File: src/rtl/sfp_pkg.sv
package sfp_pkg;

    // Queue and floor geometry.
    localparam int QUEUE_DEPTH = 4;
    localparam int NUM_FLOORS  = 8;
    localparam int QPTR_W      = (QUEUE_DEPTH > 1) ? $clog2(QUEUE_DEPTH) : 1;
    localparam int QCNT_W      = $clog2(QUEUE_DEPTH + 1);

    // Fixed field widths.
    localparam int FLOOR_W = 4;
    localparam int STEP_W  = 16;
    localparam int PHASE_W = 3;
    localparam int COIL_W  = 8;
    localparam int PEND_W  = 3;

    localparam logic [STEP_W-1:0]  STEPS_RESET = 16'd4096;
    localparam logic [QCNT_W-1:0]  QUEUE_FULL  = QCNT_W'(QUEUE_DEPTH);
    localparam logic [QPTR_W-1:0]  QPTR_LAST   = QPTR_W'(QUEUE_DEPTH - 1);
    localparam logic [FLOOR_W-1:0] FLOOR_LOW   = 4'd1;
    localparam logic [FLOOR_W-1:0] FLOOR_HIGH  = 4'd15;
    localparam logic [FLOOR_W-1:0] FLOOR_TOP   = FLOOR_W'(NUM_FLOORS);

    // Item kinds carried on the input tuser.
    localparam logic CMD_REQUEST = 1'b0;
    localparam logic CMD_TICK    = 1'b1;

    // Coil value driven at every floor boundary.
    localparam logic [COIL_W-1:0] COIL_HOLD = 8'h07;

    typedef struct packed {
        logic [COIL_W-1:0]  coil_byte;
        logic               coil_write;
        logic [FLOOR_W-1:0] current_floor;
        logic               going_up;
        logic               moving;
        logic               arrived;
        logic [PEND_W-1:0]  pending_count;
        logic               request_rejected;
    } t_result;

    // Half-step pattern, inverted and moved up to the coil bits.
    function automatic logic [COIL_W-1:0] coil_of(input logic [PHASE_W-1:0] idx);
        logic [COIL_W-1:0] pat;
        case (idx)
            3'd0:    pat = 8'h07;
            3'd1:    pat = 8'h03;
            3'd2:    pat = 8'h0b;
            3'd3:    pat = 8'h09;
            3'd4:    pat = 8'h0d;
            3'd5:    pat = 8'h0c;
            3'd6:    pat = 8'h0e;
            default: pat = 8'h06;
        endcase
        return {~pat[4:0], 3'b000};
    endfunction

endpackage

File: src/rtl/sfp_core.sv
module sfp_core (
    input  logic                          i_clk,
    input  logic                          i_rst_n,
    input  logic                          i_fire,
    input  logic                          i_cmd,
    input  logic [sfp_pkg::FLOOR_W-1:0]   i_target,
    input  logic [sfp_pkg::STEP_W-1:0]    i_steps_per_floor,
    output sfp_pkg::t_result              o_result
);
    import sfp_pkg::*;

    logic [FLOOR_W-1:0] r_floor,  n_floor;
    logic               r_dir_up, n_dir_up;
    logic [PHASE_W-1:0] r_phase,  n_phase;
    logic [STEP_W-1:0]  r_steps,  n_steps;
    logic               r_busy,   n_busy;
    logic [QPTR_W-1:0]  r_head,   n_head;
    logic [QCNT_W-1:0]  r_count,  n_count;
    logic [FLOOR_W-1:0] r_store [QUEUE_DEPTH];

    logic [FLOOR_W-1:0] head_tgt;
    logic [STEP_W-1:0]  load_val;
    logic [STEP_W-1:0]  step_base;
    logic [QPTR_W:0]    tail_sum;
    logic [QPTR_W-1:0]  tail_idx;
    logic [QPTR_W-1:0]  head_next;
    logic               push;
    logic               do_step;
    logic               start;
    logic               rejected;
    logic               arrived;
    logic               coil_wr;
    logic [COIL_W-1:0]  coil;

    assign head_tgt  = r_store[r_head];
    assign load_val  = (i_steps_per_floor == '0) ? STEP_W'(1) : i_steps_per_floor;
    assign head_next = (r_head == QPTR_LAST) ? '0 : r_head + QPTR_W'(1);

    // Tail slot: head plus fill level, wrapped once.
    assign tail_sum = {1'b0, r_head} + (QPTR_W+1)'(r_count);
    assign tail_idx = (tail_sum >= (QPTR_W+1)'(QUEUE_DEPTH))
                    ? QPTR_W'(tail_sum - (QPTR_W+1)'(QUEUE_DEPTH))
                    : QPTR_W'(tail_sum);

    always_comb begin
        n_floor   = r_floor;
        n_dir_up  = r_dir_up;
        n_phase   = r_phase;
        n_steps   = r_steps;
        n_busy    = r_busy;
        n_head    = r_head;
        n_count   = r_count;
        push      = 1'b0;
        do_step   = 1'b0;
        start     = 1'b0;
        rejected  = 1'b0;
        arrived   = 1'b0;
        coil_wr   = 1'b0;
        coil      = '0;
        step_base = r_steps;

        if (i_fire) begin
            if (i_cmd == CMD_REQUEST) begin
                if (i_target == '0 || i_target > FLOOR_TOP || r_count >= QUEUE_FULL) begin
                    rejected = 1'b1;
                end else begin
                    push    = 1'b1;
                    n_count = r_count + QCNT_W'(1);
                end
            end else if (r_count != '0) begin
                if (!r_busy) begin
                    if (head_tgt == r_floor) begin
                        n_head  = head_next;
                        n_count = r_count - QCNT_W'(1);
                        arrived = 1'b1;
                    end else begin
                        n_dir_up = (head_tgt > r_floor);
                        n_busy   = 1'b1;
                        start    = 1'b1;
                        do_step  = 1'b1;
                    end
                end else if (r_steps != '0) begin
                    do_step = 1'b1;
                end else begin
                    // Floor boundary: hold the coils and move one floor.
                    coil    = COIL_HOLD;
                    coil_wr = 1'b1;
                    if (r_dir_up) begin
                        if (r_floor < FLOOR_HIGH) begin
                            n_floor = r_floor + FLOOR_W'(1);
                        end
                    end else begin
                        if (r_floor > FLOOR_LOW) begin
                            n_floor = r_floor - FLOOR_W'(1);
                        end
                    end
                    if (n_floor == head_tgt) begin
                        n_busy  = 1'b0;
                        n_head  = head_next;
                        n_count = r_count - QCNT_W'(1);
                        arrived = 1'b1;
                    end else begin
                        n_steps = load_val;
                    end
                end

                if (do_step) begin
                    step_base = start ? load_val : r_steps;
                    coil      = coil_of(r_phase);
                    coil_wr   = 1'b1;
                    n_phase   = n_dir_up ? r_phase + PHASE_W'(1) : r_phase - PHASE_W'(1);
                    n_steps   = step_base - STEP_W'(1);
                end
            end
        end
    end

    always_comb begin
        o_result.coil_byte        = coil;
        o_result.coil_write       = coil_wr;
        o_result.current_floor    = n_floor;
        o_result.going_up         = n_dir_up;
        o_result.moving           = n_busy;
        o_result.arrived          = arrived;
        o_result.pending_count    = PEND_W'(n_count);
        o_result.request_rejected = rejected;
    end

    always_ff @(posedge i_clk) begin
        if (!i_rst_n) begin
            r_floor  <= FLOOR_LOW;
            r_dir_up <= 1'b1;
            r_phase  <= '0;
            r_steps  <= '0;
            r_busy   <= 1'b0;
            r_head   <= '0;
            r_count  <= '0;
        end else begin
            r_floor  <= n_floor;
            r_dir_up <= n_dir_up;
            r_phase  <= n_phase;
            r_steps  <= n_steps;
            r_busy   <= n_busy;
            r_head   <= n_head;
            r_count  <= n_count;
        end
    end

    always_ff @(posedge i_clk) begin
        if (push) begin
            r_store[tail_idx] <= i_target;
        end
    end

    a_count_bound: assert property (@(posedge i_clk) disable iff (!i_rst_n)
        r_count <= QUEUE_FULL)
        else $error("queue fill level above depth");

    a_busy_has_head: assert property (@(posedge i_clk) disable iff (!i_rst_n)
        r_busy |-> r_count != '0)
        else $error("motor running with an empty queue");

    a_arrive_pops: assert property (@(posedge i_clk) disable iff (!i_rst_n)
        arrived |=> r_count == $past(r_count) - QCNT_W'(1))
        else $error("arrival did not pop the head request");

endmodule

File: src/rtl/stepper_floor_positioner_unit.sv
// Results are registered in the output register, or in the skid on a stall. Throughput:
// one item per cycle while the skid is empty; the next state is formed in a single pass
// from the state registers and the accepted item, so ticks and requests may arrive back
// to back. A two-entry output stage keeps input ready high while one result waits to be
// taken. Reset (i_rst_n low, synchronous): cage at floor 1, direction up, phase 0,
// queue empty, steps_per_floor 4096, no output pending. No clearing pass is needed.
module stepper_floor_positioner_unit (
    input  logic        i_clk,
    input  logic        i_rst_n,
    // Configuration: steps_per_floor, written when valid and ready are both high.
    input  logic        i_cfg_valid,
    output logic        o_cfg_ready,
    input  logic [15:0] i_cfg_data,     // steps_per_floor
    // Item input.
    input  logic        s_axis_tvalid,
    output logic        s_axis_tready,
    input  logic [7:0]  s_axis_tdata,   // [3:0] target_floor, [7:4] zero
    input  logic        s_axis_tuser,   // [0] cmd: 0 floor request, 1 motor tick
    // Result output.
    output logic        m_axis_tvalid,
    input  logic        m_axis_tready,
    output logic [23:0] m_axis_tdata    // [7:0] coil_byte, [8] coil_write,
                                        // [12:9] current_floor, [13] going_up,
                                        // [14] moving, [15] arrived,
                                        // [18:16] pending_count,
                                        // [19] request_rejected, [23:20] zero
);
    import sfp_pkg::*;

    // The steps-per-floor register is always ready; the block's user must write it only
    // while no item is in flight, which the block itself does not enforce.
    logic [STEP_W-1:0] r_steps_per_floor;

    // Output stage: a main result register and a skid register behind it.
    t_result r_out;
    t_result r_skid;
    logic    r_out_valid;
    logic    r_skid_valid;

    t_result result;
    logic    fire;
    logic    out_free;

    assign o_cfg_ready   = 1'b1;
    assign s_axis_tready = !r_skid_valid;
    assign fire          = s_axis_tvalid && s_axis_tready;

    // The main register can load when it is empty or being drained this cycle.
    assign out_free = !r_out_valid || m_axis_tready;

    always_ff @(posedge i_clk) begin
        if (!i_rst_n) begin
            r_steps_per_floor <= STEPS_RESET;
        end else if (i_cfg_valid) begin
            r_steps_per_floor <= i_cfg_data;
        end
    end

    // The core holds all positioning state and computes the result of the item
    // accepted in this cycle.
    sfp_core u_core (
        .i_clk             (i_clk),
        .i_rst_n           (i_rst_n),
        .i_fire            (fire),
        .i_cmd             (s_axis_tuser),
        .i_target          (s_axis_tdata[FLOOR_W-1:0]),
        .i_steps_per_floor (r_steps_per_floor),
        .o_result          (result)
    );

    // Valid flags. When the skid holds a result, the input is stalled, so a
    // request is never accepted in the cycle the skid moves forward.
    always_ff @(posedge i_clk) begin
        if (!i_rst_n) begin
            r_out_valid  <= 1'b0;
            r_skid_valid <= 1'b0;
        end else if (out_free) begin
            if (r_skid_valid) begin
                r_out_valid  <= 1'b1;
                r_skid_valid <= 1'b0;
            end else begin
                r_out_valid  <= fire;
            end
        end else if (fire) begin
            r_skid_valid <= 1'b1;
        end
    end

    always_ff @(posedge i_clk) begin
        if (out_free) begin
            if (r_skid_valid) begin
                r_out <= r_skid;
            end else if (fire) begin
                r_out <= result;
            end
        end else if (fire) begin
            r_skid <= result;
        end
    end

    assign m_axis_tvalid = r_out_valid;
    assign m_axis_tdata  = {4'b0000,
                            r_out.request_rejected,
                            r_out.pending_count,
                            r_out.arrived,
                            r_out.moving,
                            r_out.going_up,
                            r_out.current_floor,
                            r_out.coil_write,
                            r_out.coil_byte};

    a_skid_behind_out: assert property (@(posedge i_clk) disable iff (!i_rst_n)
        r_skid_valid |-> r_out_valid)
        else $error("skid register filled while the output register is empty");

    a_skid_only_on_stall: assert property (@(posedge i_clk) disable iff (!i_rst_n)
        $rose(r_skid_valid) |-> $past(r_out_valid) && !$past(m_axis_tready))
        else $error("skid register loaded without an output stall");

    a_out_held_on_stall: assert property (@(posedge i_clk) disable iff (!i_rst_n)
        m_axis_tvalid && !m_axis_tready |=> m_axis_tvalid && $stable(m_axis_tdata))
        else $error("result changed or dropped while the receiver stalled");

endmodule

File: config.mk
export PLATFORM = sky130hd
export DESIGN_NAME = stepper_floor_positioner_unit
export DESIGN_NICKNAME = d
export VERILOG_FILES = /design/src/rtl/sfp_pkg.sv /design/src/rtl/sfp_core.sv /design/src/rtl/stepper_floor_positioner_unit.sv
export SDC_FILE = /design/constraint.sdc
export NUM_CORES = 1
export LEC_CHECK = 0
export ABC_AREA = 1
export BUFFER_PORTS_ARGS = -buffer_cell sky130_fd_sc_hd__buf_4
export CORE_MARGIN = 5
export CORE_UTILIZATION = 50
export DETAILED_ROUTE_END_ITERATION = 10
export PLACE_DENSITY = 0.77
export SYNTH_ARGS = -nofsm -noshare
export SYNTH_HDL_FRONTEND = slang
export SYNTH_HIERARCHICAL = 1
export SYNTH_SLANG_ARGS = --single-unit
File: constraint.sdc
create_clock -name i_clk -period 3.6 [get_ports i_clk]
set_clock_uncertainty 0.1 [all_clocks]
set_input_delay 0 -clock i_clk [delete_from_list [all_inputs] [get_ports i_clk]]
set_output_delay 0 -clock i_clk [all_outputs]
set_load 0.005 [all_outputs]
==> impl_metrics.toml <==
[die]
rows = 40
ios = 57
core_area_um2 = 11860
die_w_um = 119.5
die_area_um2 = 14270
initial_core_util_pct = 50.51
die_h_um = 119.5

[global_route]
overflow = 0
grt_pass1_vias = 4878
grt_max_degree = 34
grt_antenna_before_repair = 0
grt_pass1_wl_um = 22780
grtUsageTotal_pct = 19.54

[drt]
viasPerCell = 5.036
drc_errors = 0
routed_wl_um = 13750
antenna_left = 0
first_pass_iters = 5
vias = 5192
drtIter0Drc = 506
wire_per_inst_um = 13.34

[yosys]
synthFlopType = "edfxtp_1"
syn_avg_cell_area_um2 = 7.661
yosysWarnings = 6
synth_top_area_share_pct = 28.07
ys_ff_latch = 106
synth_largest_area_cell = "edfxtp_1"
synth_area_leaders = "edfxtp_1 28%, dfxtp_1 17%, nand2_1 14%"
synth_edf_count = 56
synth_common_cells = "229 x nand2_1, 107 x inv_1, 86 x nor2_1, 56 x edfxtp_1, 50 x dfxtp_1"
synth_most_common_cell = "nand2_1"
ys_seq_area_share_pct = 44.78
syn_area_um2 = 5991
post_synth_num_cell_types = 45
synthCells = 782
synthArstFlopShare_pct = 0

[setup_path]
cpPeakStageDelay_ps = 430
cpMaxStageDelayCell = "dfxtp_2"
critical_path_required_ps = 3770
arrival_ps = 3400
cp_common_cell = "nand2_1"
path_cells = "inv_2 > nand2_1 > nand3_1 > nand2_1 > inv_1 > ha_1 > nand2_1 > inv_1 > nand3_2 > nand2_4 > o21ai_2 > ha_1 > inv_1 > nor2_1 > nand2_1 > nor2_2 > nand2_1 > nor2_2 > nor2_1 > nand2_1 > nand3_2 > a21oi_1"
critPathKind = "register to register"
critPathLaunchType = "register"
critPathCaptureType = "register"
rrSetupSlack_ps = 370
path_max_fanout = 12

[timing]
hold_viol = 0
post-route-min-period_ps = 3229
finalSetupViolations = 0
tns_ps = 0
fmax_mhz = 309.7
layout_setup_ws_ps = 371.2
rsz0062_at_grt = "false"
slew_headroom_pct = 30.76
slew_violations = 0
worstMarginPinSlew_ps = 1039
finalCritPeriodShare_pct = 89.69

[run]
max_cap_violations = 0

[clocking]
clockBufferDepth = 2
cts_num_sinks = 106
path_clk_slew_ps = 80
postCtsSetupBuffers = 0
cts_inserted_buffers = 9
clock_latency_ps = 360
cts_root_buffer = "clkbuf_16"
h-tree-depth = 3
cts_tree = "built"

[placed_design]
io_buffers = 47
hpwl_um = 8366
place_ws_ps = 314.8
globalplace.congestion = 0.8982

[final_layout]
fin_nets = 928
syn2layout_area_growth_pct = 21.24
drive_above_1_share_pct = 13.35
n_antenna_cell = 0

[outcome]
status = "finished clean"

[power]
vdd_drop_max_mv = 0.2028
power_density_nw_per_um2 = 403.8
totalPowerFinal_mw = 2.933
p_leak_nw = 3.361

[min_path]
worstHoldPathType = "input pin to register"
==> worst paths after layout <==
path | endpoint | depth (start not counted) | from
max | u_core/r_steps[12] | 22 | register
min | u_core/r_store[2][1] | 2 | s_axis_tdata[1]
max reg2reg | u_core/r_steps[12] | 22 | register
min reg2reg | u_core/r_steps[5] | 2 | u_core/r_steps[5]
==> through the flow <==
stage | utilization (%) | cells | cell area [µm²] | hold WS [ps]
2_1_floorplan | - | 785 | 6002 | -1.131
3_3_place_gp | 53.25 | 951 | 6316 | 116.5
3_5_place_dp | 53.25 | 951 | 6316 | 116.8
4_1_cts | 61.22 | 1031 | 7262 | 294.0
5_1_grt | 61.23 | 1031 | 7263 | 309.8
6_report | 61.23 | 1031 | 7263 | 299.9
==> logic make-up (layout without fill, tap and decap cells) <==
logic type | Yosys count | count (layout) | share of synthesized area (%)
other cells | 2 | 5 | 0.1254
compound gates | 96 | 96 | 9.294
xor+xnor | 8 | 8 | 1.295
fa+ha+maj | 19 | 19 | 3.968
flops | 106 | 106 | 44.78
simple gates | 404 | 404 | 29.01
buf+inv | 147 | 246 | 11.53
==> where the power goes <==
group	switching (mW)	total, mW	internal [mW]
logic	0.329	0.560	0.231
clock network	0.506	1.00	0.496
registers	0.0379	1.37	1.33
total	0.873	2.93	2.06
==> critical path, delay by kind of cell, from the launching register on <==
kind	cells	cell delay, ps
DFF	1	430
adders and majority gates	2	480
AOI/OAI and AO/OA	2	440
and+or+nand+nor	14	1440
buffers and inverters	4	260
==> cells in the final DEF, fill, tap and decap left out, types with 5 or more instances in the layout <==
master and instances:
nand2_1 229, inv_1 107, nor2_1 86, dlygate4sd3_1 64, edfxtp_1 56, buf_4 51, dfxtp_1 49, nand3_1 39
o21ai_0 34, a21oi_1 26, ha_1 19, nand2_2 10, o21ai_1 10, clkbuf_16 9, nand4_1 9, nor2_2 9
o21ai_2 8, inv_2 7, nand3_2 7, nor3_1 7, conb_1 5
==> flip-flops by register name (all words and copies together), names as in the netlist, 3 cells and up, named ones only <==
name	cells
u_core/r_steps	16
r_steps_per_floor	16
m_axis_tdata	20
u_core/r_count	3
u_core/r_floor	4
u_core/r_store	16
r_skid	20
u_core/r_phase	3
==> per-layer routing <==
metal,wire [µm],up-vias,GRT usage [%]
li1,-,2664,-
met1,6054,2329,24.22
met2,6521,172,32.98
met3,779,27,3.751
met4,393,0,8.805
met5,0,-,0
==> area by class of cell <==
type,instances,area (µm²)
repair buffers,115,1023
inverters,115,434.2
well taps,147,183.9
multi-input cells,532,2633
fillers,1017,4598
clock buffers,9,225.2
flip-flops and latches,106,2684
clock inverters,7,80.08
==> timing repair <==
item / 4_1_cts / 5_1_grt
resized for setup: 0 / 1
endpoints found under the hold margin: 47 / 0
setup endpoints to repair: 0 / 3
hold buffers: 64 / 0
(Power assumes the default switching activity.)
